==> src/rtl/column_gap_splitter_assert.svh <==
// Assertion macros for the column gap splitter.
// Each macro expects clk and rst_n in the scope where it is used.
`ifndef COLUMN_GAP_SPLITTER_ASSERT_SVH
`define COLUMN_GAP_SPLITTER_ASSERT_SVH

// Same-cycle implication, checked outside reset.
`define CGS_ASSERT_IMPL(lbl, ante, cons, msg) \
  lbl: assert property (@(posedge clk) disable iff (!rst_n) (ante) |-> (cons)) \
    else $error(msg);

// Next-cycle implication, checked outside reset.
`define CGS_ASSERT_NEXT(lbl, ante, cons, msg) \
  lbl: assert property (@(posedge clk) disable iff (!rst_n) (ante) |=> (cons)) \
    else $error(msg);

`endif

==> src/rtl/cgs_pkg.sv <==
// Shared types and constants for the column gap splitter.
// No dependencies; imported by the top level, the column store, the split checker and the bench.
`timescale 1ns / 1ps

package cgs_pkg;

  typedef enum logic [1:0] {
    ST_CLEAR,
    ST_IDLE,
    ST_SCAN,
    ST_EMIT
  } cgs_state_t;

  // Register indexes on the configuration port.
  localparam logic REG_WIDTH  = 1'b0;
  localparam logic REG_HEIGHT = 1'b1;

  localparam int CFG_W      = 9;
  localparam int DATA_W     = 32;
  localparam int ADDR_W     = 3;
  localparam int START_W    = 8;
  localparam int SWIDTH_W   = 10;
  localparam int INDEX_W    = 3;
  localparam int MAX_SIZE   = 256;

  localparam logic [CFG_W-1:0] WIDTH_RST  = 9'd64;
  localparam logic [CFG_W-1:0] HEIGHT_RST = 9'd64;

endpackage

==> src/rtl/cgs_col_store.sv <==
// Column occupancy store: one bit per column, one write and one read port.
// Read data is registered. Uses cgs_pkg for nothing beyond the house import.
`timescale 1ns / 1ps

module cgs_col_store
  import cgs_pkg::*;
#(
  parameter int DEPTH  = 256,
  parameter int ADDR_W = 8
) (
  input  logic              clk,
  input  logic              we,
  input  logic [ADDR_W-1:0] waddr,
  input  logic              wdata,
  input  logic [ADDR_W-1:0] raddr,
  output logic              rdata
);

  logic mem [DEPTH];
  logic rdata_r;

  always_ff @(posedge clk) begin
    if (we) begin
      mem[waddr] <= wdata;
    end
  end

  always_ff @(posedge clk) begin
    rdata_r <= mem[raddr];
  end

  assign rdata = rdata_r;

endmodule

==> src/rtl/column_gap_splitter.sv <==
// Column gap splitter top level: pixel intake, column scan and split output.
// Depends on cgs_pkg, cgs_col_store and column_gap_splitter_assert.svh.
//
//   channel | ports                                   | handshake
//   --------+-----------------------------------------+---------------------------
//   input   | in_pixel                                | start && !busy
//   result  | out_digit_index .. out_last             | out_valid, one cycle
//   config  | psel penable pwrite paddr pwdata prdata | psel && penable && pwrite
//
// A pixel word is taken when start is high and busy low; busy stays low between
// pixels of a frame. The frame's last pixel starts a sweep over the occupancy store
// of all min(MAX_COLUMNS,256) columns, then DIGITS result words, one word a cycle.
// After reset a clearing pass over all min(MAX_COLUMNS,256) columns holds busy high.
// Results appear in the cycle after they are formed; the receiver cannot stall.
`timescale 1ns / 1ps

module column_gap_splitter
  import cgs_pkg::*;
#(
  parameter int MAX_COLUMNS = 256,
  parameter int DIGITS      = 4
) (
  input  logic                       clk,
  input  logic                       rst_n,
  input  logic                       start,
  output logic                       busy,
  input  logic                       in_pixel,
  output logic                       out_valid,
  output logic [INDEX_W-1:0]         out_digit_index,
  output logic [START_W-1:0]         out_split_start,
  output logic signed [SWIDTH_W-1:0] out_split_width,
  output logic                       out_too_many_runs,
  output logic                       out_last,
  input  logic                       psel,
  input  logic                       penable,
  input  logic                       pwrite,
  input  logic [ADDR_W-1:0]          paddr,
  input  logic [DATA_W-1:0]          pwdata,
  output logic [DATA_W-1:0]          prdata,
  output logic                       pready
);

  localparam int DEPTH = (MAX_COLUMNS < MAX_SIZE) ? MAX_COLUMNS : MAX_SIZE;
  localparam int COL_W = $clog2(DEPTH);
  localparam int CW    = COL_W + 1;
  localparam int RW    = $clog2(DIGITS + 2);
  localparam int KW    = (DIGITS > 1) ? $clog2(DIGITS) : 1;
  localparam logic [KW-1:0] KLAST = KW'(DIGITS - 1);
  localparam logic [RW-1:0] RMAX  = RW'(DIGITS + 1);

  cgs_state_t state_r, state_nxt;

  logic [CFG_W-1:0]   width_cfg_r, height_cfg_r;
  logic [COL_W-1:0]   col_r, col_nxt;
  logic [7:0]         row_r, row_nxt;
  logic [CW-1:0]      cnt_r, cnt_nxt;
  logic               pv_r, pv_nxt;
  logic [COL_W-1:0]   pa_r, pa_nxt;
  logic               prev_r, prev_nxt;
  logic [COL_W-1:0]   gap_start_r, gap_start_nxt;
  logic [CW-1:0]      gap_len_r, gap_len_nxt;
  logic [RW-1:0]      runs_r, runs_nxt;
  logic [KW-1:0]      k_r, k_nxt;
  logic [START_W-1:0] split_r   [DIGITS];
  logic [START_W-1:0] split_nxt [DIGITS];

  logic                       out_valid_r, out_valid_nxt;
  logic [INDEX_W-1:0]         out_index_r, out_index_nxt;
  logic [START_W-1:0]         out_start_r, out_start_nxt;
  logic [SWIDTH_W-1:0]        out_width_r, out_width_nxt;
  logic                       out_flag_r, out_flag_nxt;
  logic                       out_last_r, out_last_nxt;

  logic [CFG_W-1:0] w_eff, h_eff;
  logic             accept, frame_end, col_end, row_end;
  logic             ink;
  logic [8:0]       split_sum;
  logic [CFG_W-1:0] next_start;
  logic             cfg_wr;

  logic             ram_we, ram_wdata, ram_rdata;
  logic [COL_W-1:0] ram_waddr;

  // Effective frame size: zero acts as one, oversize saturates.
  always_comb begin
    if (width_cfg_r == '0) begin
      w_eff = CFG_W'(1);
    end else if (width_cfg_r > CFG_W'(DEPTH)) begin
      w_eff = CFG_W'(DEPTH);
    end else begin
      w_eff = width_cfg_r;
    end
    if (height_cfg_r == '0) begin
      h_eff = CFG_W'(1);
    end else if (height_cfg_r > CFG_W'(MAX_SIZE)) begin
      h_eff = CFG_W'(MAX_SIZE);
    end else begin
      h_eff = height_cfg_r;
    end
  end

  assign busy      = (state_r != ST_IDLE);
  assign accept    = start && !busy;
  assign col_end   = (10'(col_r) + 10'd1) >= 10'(w_eff);
  assign row_end   = (10'(row_r) + 10'd1) >= 10'(h_eff);
  assign frame_end = col_end && row_end;
  assign ink       = ram_rdata && (10'(pa_r) < 10'(w_eff));
  assign split_sum = 9'(gap_start_r) + 9'(gap_len_r >> 1);
  assign next_start = (k_r == KLAST) ? w_eff : CFG_W'(split_r[1 % DIGITS]);

  // Configuration port.
  assign pready = 1'b1;
  assign cfg_wr = psel && penable && pwrite && pready;

  always_ff @(posedge clk) begin
    if (!rst_n) begin
      width_cfg_r  <= WIDTH_RST;
      height_cfg_r <= HEIGHT_RST;
    end else if (cfg_wr) begin
      if (paddr[2] == REG_WIDTH) begin
        width_cfg_r <= pwdata[CFG_W-1:0];
      end else begin
        height_cfg_r <= pwdata[CFG_W-1:0];
      end
    end
  end

  always_comb begin
    if (paddr[2] == REG_WIDTH) begin
      prdata = DATA_W'(width_cfg_r);
    end else begin
      prdata = DATA_W'(height_cfg_r);
    end
  end

  // Store write port: clearing pass, pixel OR, and clear-behind during the scan.
  always_comb begin
    ram_we    = 1'b0;
    ram_waddr = col_r;
    ram_wdata = 1'b0;
    case (state_r)
      ST_CLEAR: begin
        ram_we    = 1'b1;
        ram_waddr = cnt_r[COL_W-1:0];
      end
      ST_IDLE: begin
        ram_we    = accept && in_pixel;
        ram_waddr = col_r;
        ram_wdata = 1'b1;
      end
      ST_SCAN: begin
        ram_we    = pv_r;
        ram_waddr = pa_r;
      end
      default: begin
        ram_we = 1'b0;
      end
    endcase
  end

  cgs_col_store #(
    .DEPTH  (DEPTH),
    .ADDR_W (COL_W)
  ) u_store (
    .clk   (clk),
    .we    (ram_we),
    .waddr (ram_waddr),
    .wdata (ram_wdata),
    .raddr (cnt_r[COL_W-1:0]),
    .rdata (ram_rdata)
  );

  // Next state.
  always_comb begin
    state_nxt = state_r;
    case (state_r)
      ST_CLEAR: begin
        if (cnt_r == CW'(DEPTH - 1)) state_nxt = ST_IDLE;
      end
      ST_IDLE: begin
        if (accept && frame_end) state_nxt = ST_SCAN;
      end
      ST_SCAN: begin
        if (cnt_r == CW'(DEPTH) && !pv_r) state_nxt = ST_EMIT;
      end
      ST_EMIT: begin
        if (k_r == KLAST) state_nxt = ST_IDLE;
      end
      default: begin
        state_nxt = ST_CLEAR;
      end
    endcase
  end

  // Datapath and output words.
  always_comb begin
    col_nxt       = col_r;
    row_nxt       = row_r;
    cnt_nxt       = cnt_r;
    pv_nxt        = 1'b0;
    pa_nxt        = pa_r;
    prev_nxt      = prev_r;
    gap_start_nxt = gap_start_r;
    gap_len_nxt   = gap_len_r;
    runs_nxt      = runs_r;
    k_nxt         = k_r;
    split_nxt     = split_r;
    out_valid_nxt = 1'b0;
    out_index_nxt = out_index_r;
    out_start_nxt = out_start_r;
    out_width_nxt = out_width_r;
    out_flag_nxt  = out_flag_r;
    out_last_nxt  = out_last_r;
    case (state_r)
      ST_CLEAR: begin
        cnt_nxt = cnt_r + CW'(1);
      end
      ST_IDLE: begin
        if (accept) begin
          if (col_end) begin
            col_nxt = '0;
            row_nxt = row_end ? 8'd0 : row_r + 8'd1;
          end else begin
            col_nxt = col_r + COL_W'(1);
          end
          if (frame_end) begin
            cnt_nxt       = '0;
            prev_nxt      = 1'b0;
            gap_start_nxt = '0;
            gap_len_nxt   = '0;
            runs_nxt      = '0;
            k_nxt         = '0;
          end
        end
      end
      ST_SCAN: begin
        if (cnt_r < CW'(DEPTH)) begin
          pv_nxt  = 1'b1;
          pa_nxt  = cnt_r[COL_W-1:0];
          cnt_nxt = cnt_r + CW'(1);
        end
        // Columns beyond the frame width are only cleared.
        if (pv_r && (10'(pa_r) < 10'(w_eff))) begin
          if (ink) begin
            if (pa_r == '0 || !prev_r) begin
              for (int i = 0; i < DIGITS; i++) begin
                if (runs_r == RW'(i)) split_nxt[i] = split_sum[START_W-1:0];
              end
              if (runs_r != RMAX) runs_nxt = runs_r + RW'(1);
            end
          end else begin
            if (pa_r == '0 || prev_r) begin
              gap_start_nxt = pa_r;
              gap_len_nxt   = CW'(1);
            end else begin
              gap_len_nxt = gap_len_r + CW'(1);
            end
          end
          prev_nxt = ink;
        end
      end
      ST_EMIT: begin
        out_valid_nxt = 1'b1;
        out_index_nxt = INDEX_W'(k_r);
        out_start_nxt = split_r[0];
        out_width_nxt = SWIDTH_W'(next_start) - SWIDTH_W'(split_r[0]);
        out_flag_nxt  = (runs_r > RW'(DIGITS));
        out_last_nxt  = (k_r == KLAST);
        k_nxt         = k_r + KW'(1);
        // Advance the split list; zeros shift in, leaving it clear for the next frame.
        for (int i = 0; i < DIGITS; i++) begin
          split_nxt[i] = (i < DIGITS - 1) ? split_r[(i + 1) % DIGITS] : '0;
        end
      end
      default: begin
        cnt_nxt = '0;
      end
    endcase
  end

  always_ff @(posedge clk) begin
    if (!rst_n) begin
      state_r     <= ST_CLEAR;
      col_r       <= '0;
      row_r       <= '0;
      cnt_r       <= '0;
      pv_r        <= 1'b0;
      prev_r      <= 1'b0;
      gap_start_r <= '0;
      gap_len_r   <= '0;
      runs_r      <= '0;
      k_r         <= '0;
      out_valid_r <= 1'b0;
      for (int i = 0; i < DIGITS; i++) begin
        split_r[i] <= '0;
      end
    end else begin
      state_r     <= state_nxt;
      col_r       <= col_nxt;
      row_r       <= row_nxt;
      cnt_r       <= cnt_nxt;
      pv_r        <= pv_nxt;
      prev_r      <= prev_nxt;
      gap_start_r <= gap_start_nxt;
      gap_len_r   <= gap_len_nxt;
      runs_r      <= runs_nxt;
      k_r         <= k_nxt;
      out_valid_r <= out_valid_nxt;
      split_r     <= split_nxt;
    end
  end

  always_ff @(posedge clk) begin
    pa_r        <= pa_nxt;
    out_index_r <= out_index_nxt;
    out_start_r <= out_start_nxt;
    out_width_r <= out_width_nxt;
    out_flag_r  <= out_flag_nxt;
    out_last_r  <= out_last_nxt;
  end

  assign out_valid         = out_valid_r;
  assign out_digit_index   = out_index_r;
  assign out_split_start   = out_start_r;
  assign out_split_width   = out_width_r;
  assign out_too_many_runs = out_flag_r;
  assign out_last          = out_last_r;

`include "column_gap_splitter_assert.svh"

  `CGS_ASSERT_IMPL(a_out_from_emit, out_valid, $past(state_r == ST_EMIT), "word without emit")
  `CGS_ASSERT_NEXT(a_words_back_to_back, out_valid && !out_last, out_valid, "gap in results")
  `CGS_ASSERT_NEXT(a_last_ends_burst, out_valid && out_last, !out_valid, "word after last")
  `CGS_ASSERT_IMPL(a_scan_pipe, pv_r, state_r == ST_SCAN, "scan read outside scan")

endmodule

==> config.mk <==
export PLATFORM = sky130hd
export DESIGN_NAME = column_gap_splitter
export DESIGN_NICKNAME = d
export VERILOG_FILES = /design/src/rtl/cgs_pkg.sv /design/src/rtl/cgs_col_store.sv /design/src/rtl/column_gap_splitter.sv
export VERILOG_INCLUDE_DIRS = /design/src /design/src/rtl
export SDC_FILE = /design/constraint.sdc
export NUM_CORES = 1
export LEC_CHECK = 0
export BUFFER_PORTS_ARGS = -buffer_cell sky130_fd_sc_hd__buf_2
export CORE_ASPECT_RATIO = 0.8
export CORE_MARGIN = 2
export CORE_UTILIZATION = 45
export CTS_CLUSTER_DIAMETER = 120
export CTS_CLUSTER_SIZE = 28
export DETAILED_ROUTE_END_ITERATION = 8
export HOLD_SLACK_MARGIN = 0.08
export SYNTH_ARGS = -nofsm -noshare
export SYNTH_HDL_FRONTEND = slang
export SYNTH_SLANG_ARGS = --single-unit
export TNS_END_PERCENT = 10
==> constraint.sdc <==
create_clock -name clk -period 8.85 [get_ports clk]
set_input_delay 1.3275 -clock clk [delete_from_list [all_inputs] [get_ports clk]]
set_output_delay 1.3275 -clock clk [all_outputs]
set_load 0.02 [all_outputs]
**Word-level counts from Yosys, hierarchy flattened**

Memory sizes are Yosys's and may differ from the RTL's. A register that Yosys moved wholly into a read port is not among the register bits.
Index checks and enable logic that the tools add are counted.

- Bits of input ports: 42
- Register bits: 132
- Memories: 1
- RAM bits: 256
- Output and inout port bits: 58
- Logic and storage cells: 166

- Equality and inequality tests: 28
- Magnitude comparators: 7
- Mux-type cells: 56
- Add/subtract/negate cells: 10
- Bitwise operators: 1
- Reductions and logical operators: 40

Memories:

| memory | depth | width | rd ports | clocked after Yosys merged registers in | write ports | line | RTL |
|---|---|---|---|---|---|---|---|
| u_store.mem | 256 | 1 | 1 | 1 | 1 | cgs_col_store.sv:19 | `logic mem [DEPTH];` |

Operator list:

| cell | number |
|---|---|
| 2-to-1 mux 9 bit | 12 |
| 2-to-1 mux 32 bit | 3 |
| 2-to-1 mux 8 bit | 11 |
| one-hot mux 32 bit (2 select lines) | 1 |
| inequality test 2 bit, second input constant | 17 |
| one-hot mux 8 bit (2 select lines) | 2 |
| one-hot mux 9 bit (3 select lines) | 1 |
| AND reduction 5 bit | 5 |
| adder 8 x 1 -> 9 bit, second input constant | 2 |
| adder 9 x 1 -> 9 bit, second input constant | 2 |
| >= comparator 9 bit | 2 |
| greater-than comparator 9 bit, second input constant | 2 |
| logical NOT 9 bit | 2 |
| 2-to-1 mux 3 bit | 6 |
| one-hot mux 9 bit (2 select lines) | 1 |
| adder 8 x 1 -> 8 bit, second input constant | 2 |
| 2-to-1 mux 2 bit | 6 |
| AND reduction 4 bit | 3 |
| AND reduction 2 bit | 5 |
| subtractor 9 x 8 -> 10 bit | 1 |
| == test 9 x 8 -> 1 bit, second input constant | 1 |
| == test 9 bit, second input constant | 1 |
| logical AND 1 bit | 9 |
| less-than comparator 8 x 9 -> 1 bit | 1 |
| 28 further kinds | 44 |

**Depth between registers and ports, before layout**

Gate-level depths: netlist of the first run.

- Depth after elaboration: 8
- Mapped depth: 15
- Gate-level depth less buffers: 14

**Cells and area by module**

From an unflattened synthesis of the first run, not the netlist that was laid out.

- Cells, all modules: 1685
- Area, all modules: 18866.8 um^2

By module, submodules not included:

| module | area an instance (um^2) | seq. area each (um^2) | cells an instance | instances |
|---|---|---|---|---|
| cgs_col_store | 11128.2 | 7707.4 | 788 | 1 |
| column_gap_splitter | 7738.7 | 2942.8 | 897 | 1 |

**Worst setup path before layout of the first run**

OpenSTA, ideal clock, no wires.

- Path kind: flip-flop to flip-flop
- Start point: register state_r[0]
- End point: memory u_store.mem[140] (enable)
- Path buffers: 4
- Required time: 8550 ps
- Setup time: 300 ps
- Clock period less this slack: 6289 ps
- Arrival: 5989 ps
- Setup slack: 2561 ps
- Stages on the path, launching flop included: 11
- Path through: dfxtp_1 ha_1 buf_2 and2_1 clkbuf_1 a221oi_1 nor2_1 clkbuf_1 nand3_1 clkbuf_1 nor2_1

- Word-level cells in the longest chain between the ends: 7
- Elaborated cells between the ends (all ways): 11
- Those cells by class: eq/ne (3); mux (4); reduce/logical (4)

Ends and longest elaborated chain:

| element | line | RTL |
|---|---|---|
| from (decl) | column_gap_splitter.sv:51 | `cgs_state_t state_r, state_nxt;` |
| from (signal assigned) | column_gap_splitter.sv:298 | `state_r <= state_nxt;` |
| inequality test 2 x 1 -> 1 bit | column_gap_splitter.sv:102 | `assign busy = (state_r != ST_IDLE);` |
| logical NOT 1 bit | column_gap_splitter.sv:103 | `assign accept = start && !busy;` |
| logical AND 1 bit | column_gap_splitter.sv:103 |  |
| logical AND 1 bit | column_gap_splitter.sv:147 | `ram_we = accept && in_pixel;` |
| one-hot mux 1 bit (3 select lines) | column_gap_splitter.sv:141 | `case (state_r)` |
| 2-to-1 mux 1 bit | cgs_col_store.sv:23 | `if (we) begin` |
| 2-to-1 mux 1 bit (implied by the code) | cgs_col_store.sv:24 | `mem[waddr] <= wdata;` |
| to (decl) | cgs_col_store.sv:19 |  |

Parallel ways exist; a longest one is shown, timed or not.

**Worst setup path after layout of the first run**

- Start point: register state_r[0]
- End point: memory u_store.mem[94] (enable)

The elaborated chain is that of the path after synthesis.

==> results.py, run 1 <==
metrics = {
    "synthesis": {
        "yosysTopAreaCellShare_pct": 46.1,
        "syn_area_per_cell_um2": 11.2,
        "synth.area.top_cells": "edfxtp_1 (46%), dfxtp_1 (11%), nor2_1 (7.3%)",
        "async_flop_share_pct": 0,
        "ys_types": 70,
        "synth-edff-count": 286,
        "yosysTopAreaCell": "edfxtp_1",
        "seq_area_frac_synth_pct": 57.2,
        "yosys_most_used_dff": "edfxtp_1",
        "syn_area_um2": 18600,
        "synth_seq_cells": 389,
        "synth_cells": 1656,
        "synth_commonest_cells": "nor2_1 (364), edfxtp_1 (286), nand2_1 (144), dfxtp_1 (103), a21oi_1 (89)",
        "yosysMostFrequentCell": "nor2_1",
        "yosysWarnings": 0,
    },
    "timing": {
        "rsz0062_at_grt": "no",
        "final_max_slew_viol_count": 0,
        "report.final.setup_viol": 0,
        "period_share_pct": 50.6,
        "skew_ns": 0.0137,
        "max_freq_mhz": 223,
        "whs_ns": 0.485,
        "finalHoldViolCount": 0,
        "min_period_ns": 4.48,
        "slew_headroom_pct": 21.8,
        "finalSetupTns_ns": 0,
        "tightest_slew_ns": 1.17,
    },
    "routing": {
        "via_per_inst": 5.68,
        "drt-initial-drc-count": 1234,
        "wire_per_inst_um": 20.2,
        "wirelength_mm": 44.4,
        "num_vias": 12464,
        "drc_errors": 0,
        "firstDrtPassIters": 7,
        "ant_nets": 0,
    },
    "pwr": {
        "p_comb_share_pct": 4.4,
        "power_leakage_nw": 6.76,
        "ir_drop_v": 0.000102,
        "intPower_mw": 2.35,
        "p_per_area_nw_per_um2": 153,
        "switchingPower_mw": 0.664,
        "p_seq_share_pct": 64.9,
        "p_sw_share_pct": 22.0,
        "power.share.clock_pct": 30.7,
        "total_power_mw": 3.01,
    },
    "worst_setup_path": {
        "path_max_fanout": 93,
        "cp_top_family": "simple AND/OR/NAND/NOR gates",
        "critPathLaunchType": "flip-flop",
        "worstSetupPathType": "flip-flop to flip-flop",
        "crit_path_frequent_cell": "nor2_1",
        "required_ns": 9.09,
        "rr_endpoint": "u_store.mem[94]$_DFFE_PP_",
        "reg2reg_depth": 6,
        "critPathBufInv": 0,
        "endpoint_kind": "flip-flop",
        "rr_startpoint": "state_r[0]$_SDFFE_PN0P_",
        "critPathSlowestCell": "nand3_1",
        "critPathMaxStageDelay_ns": 1.05,
        "cp_cell_sequence": "ha_4, and2_1, a221oi_1, nor2_1, nand3_1, nor2_1",
        "cp.arrival_ns": 4.72,
        "rrSetupSlack_ns": 4.37,
    },
    "global_routing": {
        "grtUsageTotal_pct": 20.7,
        "grt_pass1_vias": 11883,
        "grt_pass1_wl_mm": 69.0,
        "grt_antenna_before_repair": 0,
        "gr-total-overflow": 0,
        "grt_max_degree": 94,
    },
    "placed_design": {
        "port_buffers": 49,
        "dp_hpwl_mm": 28.5,
        "placed_cells": 2166,
        "place_congestion": 0.807,
    },
    "clock_tree": {
        "cts_tree": "done",
        "cts_buffers": 17,
        "hold_buffers": 0,
        "htreeDepth": 1,
        "path_clk_slew_ns": 0.11,
        "post_cts_resized": 0,
        "cts_root_buffer": "clkbuf_16",
        "cts_setup_buffers": 0,
        "clkLatencyLatePin_ns": 0.54,
        "cts_buffer_depth": 3,
        "clock-sinks": 389,
    },
    "floorplanning": {
        "pin_count": 100,
        "dieHeight_um": 186,
        "initial_core_util_pct": 45.8,
        "num_rows": 66,
        "die_w_um": 231,
        "die_area_um2": 43000,
        "coreArea_um2": 40700,
    },
    "final_layout": {
        "diodes": 0,
        "drive_above_1_share_pct": 10.4,
        "area_growth_pct": 5.49,
        "final_nets": 1742,
        "instances_no_fill": 2195,
    },
    "hold_path": {
        "hold_start": "k_r[1]$_SDFFE_PN0P_",
        "min_to": "out_digit_index[1]$_DFFE_PP_",
        "hp-class": "flip-flop to flip-flop",
        "hold_depth": 0,
    },
    "job": {
        "maxCapViolations": 0,
    },
    "run_status": {
        "outcome": "finished clean",
    },
}
-- cell families (layout without fill, tap and decap cells) --
logic type,count (synthesis),in the layout,share of synthesized area [%]
mux,104,104,9.58
xor+xnor,22,22,1.03
buf+inv,170,142,4.14
simple gates,637,637,14.5
fa+ha+maj,60,60,4.10
compound gates,272,272,9.47
other cells,2,25,0.0403
flops,389,389,57.2
-- stage by stage --
step / setup slack [ns] / util (%) / cell area, um^2
floorplan: 2.56 / - / 18700
global placement: 4.42 / 47.1 / 19200
detailed placement: 4.24 / 47.1 / 19200
CTS: 4.29 / 48.3 / 19700
global route: 3.98 / 48.3 / 19700
finish: 4.37 / 48.3 / 19700
-- metal layers --
layer / vias to the layer above / part of all wire [%] / GRT usage, %
li1: 5866 / - / -
met1: 6253 / 48 / 31.7
met2: 308 / 45 / 31.7
met3: 37 / 5.7 / 2.67
met4: 0 / 1.4 / 3.51
met5: - / 0 / 0
-- state kept, by name, indices dropped and copies added (netlist names), 3 cells and up --
register	count
gap_start_r	8
gap_len_r	9
split_r	32
width_cfg_r	9
cnt_r	9
col_r	8
u_store.mem	256
pa_r	8
runs_r	3
row_r	8
height_cfg_r	9
out_split_start	8
out_split_width	10
-- final cells by class --
cell class / count / area (um^2)
multi-input combinational: 1120 / 7310
fill: 3726 / 21100
inverter: 51 / 191
clock buffer: 28 / 467
clock inverter: 1 / 3.75
tap: 544 / 681
timing repair buffer: 62 / 343
sequential: 389 / 10700
-- layout by cell type (no fill, tap or decap), types with 8 or more instances in the layout --
master and instances:
o21ai_0 52, xnor2_1 12, o211ai_1 8, a21o_1 16, a211oi_1 21, mux2_2 14, buf_4 13, a31oi_1 13
mux2i_1 32, a32o_1 8, nand2b_1 15, nand2_1 144, clkbuf_1 11, a22o_1 8, mux4_2 58, and3_1 8
nor2b_1 14, clkbuf_16 17, nand3_1 42, buf_2 49, nor2_1 364, xor2_1 10, a22oi_1 17, ha_1 55
conb_1 25, inv_1 47, edfxtp_1 286, dfxtp_1 101, nor3_1 12, a21oi_1 89
-- power groups by stage --
stage          combinational [mW]  sequential, mW  clock, mW
2_1_floorplan               0.114            1.98          0
3_3_place_gp                0.132            2.00          0
3_5_place_dp                0.133            2.00          0
4_1_cts                     0.133            1.95      0.951
5_1_grt                     0.142            1.96       1.01
6_report                    0.133            1.95      0.926
-- worst reg2reg max path, stage by stage (launching register included) --
cell	delay [ns]
dfxtp_1	0.50
ha_4	0.77
and2_1	0.47
a221oi_1	0.13
nor2_1	0.90
nand3_1	1.06
nor2_1	0.37
-- worst max path at each step --
stage | cells after the start | endpoint | from
3_5_place_dp | 6 | u_store.mem[239]$_DFFE_PP_ | start
4_1_cts | 6 | u_store.mem[239]$_DFFE_PP_ | state_r[0]$_SDFFE_PN0P_
5_1_grt | 6 | u_store.mem[14]$_DFFE_PP_ | state_r[0]$_SDFFE_PN0P_
2_1_floorplan | 10 | u_store.mem[140]$_DFFE_PP_ | state_r[0]$_SDFFE_PN0P_
3_3_place_gp | 6 | u_store.mem[222]$_DFFE_PP_ | start
6_report | 6 | u_store.mem[94]$_DFFE_PP_ | state_r[0]$_SDFFE_PN0P_
No activity file was read; power rests on OpenSTA's default activity.
==> run 2, diff against run 1 <==
--- a/config.mk
+++ b/config.mk
@@ -6,6 +6,7 @@
 export SDC_FILE = /design/constraint.sdc
 export NUM_CORES = 1
 export LEC_CHECK = 0
+export ABC_AREA = 1
 export BUFFER_PORTS_ARGS = -buffer_cell sky130_fd_sc_hd__buf_2
 export CORE_ASPECT_RATIO = 0.8
 export CORE_MARGIN = 2
==> constraint.sdc (replaced) <==
create_clock -name clk -period 3.9 [get_ports clk]
set_input_delay 0.585 -clock clk [delete_from_list [all_inputs] [get_ports clk]]
set_output_delay 0.585 -clock clk [all_outputs]
set_load 0.02 [all_outputs]
==> results.py, run 2 <==
metrics = {
    "run_status": {
        "outcome": "finished clean",
    },
    "worst_setup_path": {
        "rrSetupSlack_ns": 0.45,
        "critPathLaunchType": "flip-flop",
        "cp.arrival_ns": 3.84,
        "critPathSlowestCell": "nand4_1",
        "required_ns": 4.29,
        "cp_cell_sequence": "nor2_1, nand2_1, o21ai_1, nand2_1, ha_1, nand2_1, inv_1, nand2_1, nand2_1, a21oi_2, nand4_1, nand4_2, nand2_1, nand2_1, nor2_1",
        "critPathMaxStageDelay_ns": 0.58,
        "path_max_fanout": 11,
        "rr_startpoint": "width_cfg_r[3]$_SDFFE_PN0P_",
        "crit_end": "gap_len_r[1]$_SDFFE_PN0P_",
        "reg2reg_depth": 15,
        "rr_endpoint": "gap_len_r[1]$_SDFFE_PN0P_",
        "crit_path_frequent_cell": "nand2_1",
        "worstSetupPathType": "flip-flop to flip-flop",
        "endpoint_kind": "flip-flop",
        "startpoint": "width_cfg_r[3]$_SDFFE_PN0P_",
    },
    "placed_design": {
        "dp_hpwl_mm": 31.1,
        "port_buffers": 49,
        "place_congestion": 0.853,
    },
    "routing": {
        "firstDrtPassIters": 5,
        "drc_errors": 0,
        "ant_nets": 0,
        "drt-initial-drc-count": 1516,
        "wire_per_inst_um": 17.4,
        "via_per_inst": 5.37,
        "wirelength_mm": 49.3,
        "num_vias": 15190,
    },
    "synthesis": {
        "seq_area_frac_synth_pct": 54.6,
        "syn_area_per_cell_um2": 8.52,
        "yosys_most_used_dff": "edfxtp_1",
        "async_flop_share_pct": 0,
        "synth_cells": 2289,
        "yosysWarnings": 0,
        "synth_seq_cells": 389,
        "yosysTopAreaCellShare_pct": 44.0,
        "yosysMostFrequentCell": "nor2_1",
        "synth_commonest_cells": "nor2_1 (599), nand2_1 (409), edfxtp_1 (286), o21ai_0 (189), inv_1 (135)",
        "synth.area.top_cells": "edfxtp_1 (44%), nor2_1 (12%), dfxtp_1 (11%)",
        "synth-edff-count": 286,
        "syn_area_um2": 19500,
        "yosysTopAreaCell": "edfxtp_1",
        "ys_types": 44,
    },
    "floorplanning": {
        "pin_count": 100,
        "coreArea_um2": 43000,
        "die_area_um2": 45000,
        "num_rows": 68,
        "dieHeight_um": 190,
        "initial_core_util_pct": 45.4,
        "die_w_um": 237,
    },
    "final_layout": {
        "final_cell_mix": "nor2_1 (599), nand2_1 (409), edfxtp_1 (286)",
        "multi_input_area_um2": 7670,
        "final_nets": 2360,
        "diodes": 0,
        "top_register": "u_store.mem",
        "post-route-util_pct": 47.8,
        "mostFrequentLayoutCell": "nor2_1",
        "largest_register_ffs": 256,
        "drive_above_1_share_pct": 6.21,
        "fill_cells": 4140,
        "seq_area_um2": 10700,
        "area_growth_pct": 5.29,
    },
    "timing": {
        "period_share_pct": 88.5,
        "final_max_slew_viol_count": 0,
        "slew_headroom_pct": 15.7,
        "report.final.setup_viol": 0,
        "finalHoldViolCount": 0,
        "tightest_slew_ns": 1.26,
        "whs_ns": 0.282,
        "rsz0062_at_grt": "no",
        "finalSetupTns_ns": 0,
        "skew_ns": 0.0159,
        "min_period_ns": 3.45,
        "max_freq_mhz": 290,
    },
    "clock_tree": {
        "cts_root_buffer": "clkbuf_16",
        "hold_buffers": 0,
        "cts_setup_buffers": 0,
        "htreeDepth": 1,
        "clkLatencyLatePin_ns": 0.54,
        "path_clk_slew_ns": 0.12,
        "cts_buffer_depth": 3,
        "cts_tree": "done",
        "clock-sinks": 389,
        "post_cts_resized": 0,
        "cts_buffers": 17,
    },
    "hold_path": {
        "hold_depth": 3,
        "hp-class": "input port to flip-flop",
    },
    "pwr": {
        "power_leakage_nw": 7.57,
        "p_sw_share_pct": 44.0,
        "intPower_mw": 7.81,
        "p_seq_share_pct": 39.7,
        "power.share.clock_pct": 15.8,
        "switchingPower_mw": 6.14,
        "p_comb_share_pct": 44.5,
        "ir_drop_v": 0.000601,
        "p_per_area_nw_per_um2": 679,
    },
    "global_routing": {
        "grtUsageTotal_pct": 21.4,
        "grt_pass1_vias": 14080,
        "grt_antenna_before_repair": 0,
        "grt_max_degree": 131,
        "gr-total-overflow": 0,
        "grt_pass1_wl_mm": 76.6,
    },
    "job": {
        "maxCapViolations": 0,
    },
}
run 2: cell types whose count changed in the layout (fill, tap and decap cells not counted), moves of 15 or more:
cell and change:
mux2i_1 -32, nand2_1 +265, inv_1 +88, nand3_1 +66, mux4_2 -58, o21ai_0 +137, a21o_1 -16, a211oi_1 -21
o211ai_1 +25, nand2b_1 -15, nor2_1 +235, a22oi_1 -16
run 2: power groups by stage:
stage	Combinational (mW)	Clock [mW]	Sequential [mW]
after floorplan	4.44	0	5.52
after global placement	6.02	0	5.62
after detailed placement	6.13	0	5.63
after CTS	6.15	2.26	5.53
after global routing	6.93	2.37	5.58
final	6.20	2.21	5.54
run 2: logic make-up (layout without fill, tap and decap cells):
family          count (synthesis)  after routing  share of synthesized area, %
fa+ha+maj                      59             59                          3.86
compound gates                351            351                          9.84
simple gates                 1176           1176                          24.3
buf+inv                       294            252                          6.56
other cells                     2             25                        0.0385
flops                         389            389                          54.6
xor+xnor                       18             18                         0.808
run 2: how the worst min path moves through the flow:
stage                             start                            to  slack, ns
6_report                      pwdata[3]   width_cfg_r[3]$_SDFFE_PN0P_       0.28
3_3_place_gp   split_r[31]$_SDFFE_PN0P_  out_split_start[7]$_DFFE_PP_       0.41
5_1_grt                       pwdata[5]   width_cfg_r[5]$_SDFFE_PN0P_       0.28
3_5_place_dp   split_r[28]$_SDFFE_PN0P_  out_split_start[4]$_DFFE_PP_       0.42
4_1_cts                       pwdata[6]   width_cfg_r[6]$_SDFFE_PN1P_       0.27
2_1_floorplan     cnt_r[5]$_SDFFE_PN0P_             pa_r[5]$_DFFE_PP_       0.40
run 2: layout make-up:
| class | count | share of cell area, % |
|---|---|---|
| clock inverter | 2 | 0.189 |
| clock buffer | 28 | 2.27 |
| sequential | 389 | 51.9 |
| tap | 560 | 3.41 |
| multi-input combinational | 1629 | 37.4 |
| timing repair buffer | 69 | 2.05 |
| inverter | 153 | 2.80 |
run 2: routing by layer:
metal | vias up | wire (um) | track usage, % | part of all wire, %
met2 | 439 | 21400 | 33.3 | 43
met1 | 7262 | 24100 | 32.9 | 49
met3 | 49 | 2960 | 1.87 | 6.0
li1 | 7440 | - | - | -
met4 | 0 | 808 | 3.85 | 1.6
met5 | - | 0 | 0 | 0
run 2: worst max-delay path: cells and delay by family (launching register included):
kind,cells,cell delay [ns]
AO/OA/AOI/OAI,2,0.59
adder cells (fa/ha/maj),1,0.34
buffers and inverters,1,0.05
flip-flops,1,0.37
AND/OR/NAND/NOR,11,1.96
run 2: through the flow:
stage | total power [mW] | worst slack [ns] | cell area (um^2) | std cells
floorplan | 9.96 | 0.581 | 19600 | 2312
finish | 13.9 | 0.450 | 20500 | 2830
detailed placement | 11.8 | 0.568 | 20000 | 2800
global placement | 11.6 | 0.670 | 20000 | 2800
CTS | 13.9 | 0.570 | 20500 | 2830
global route | 14.9 | 0.184 | 20500 | 2830
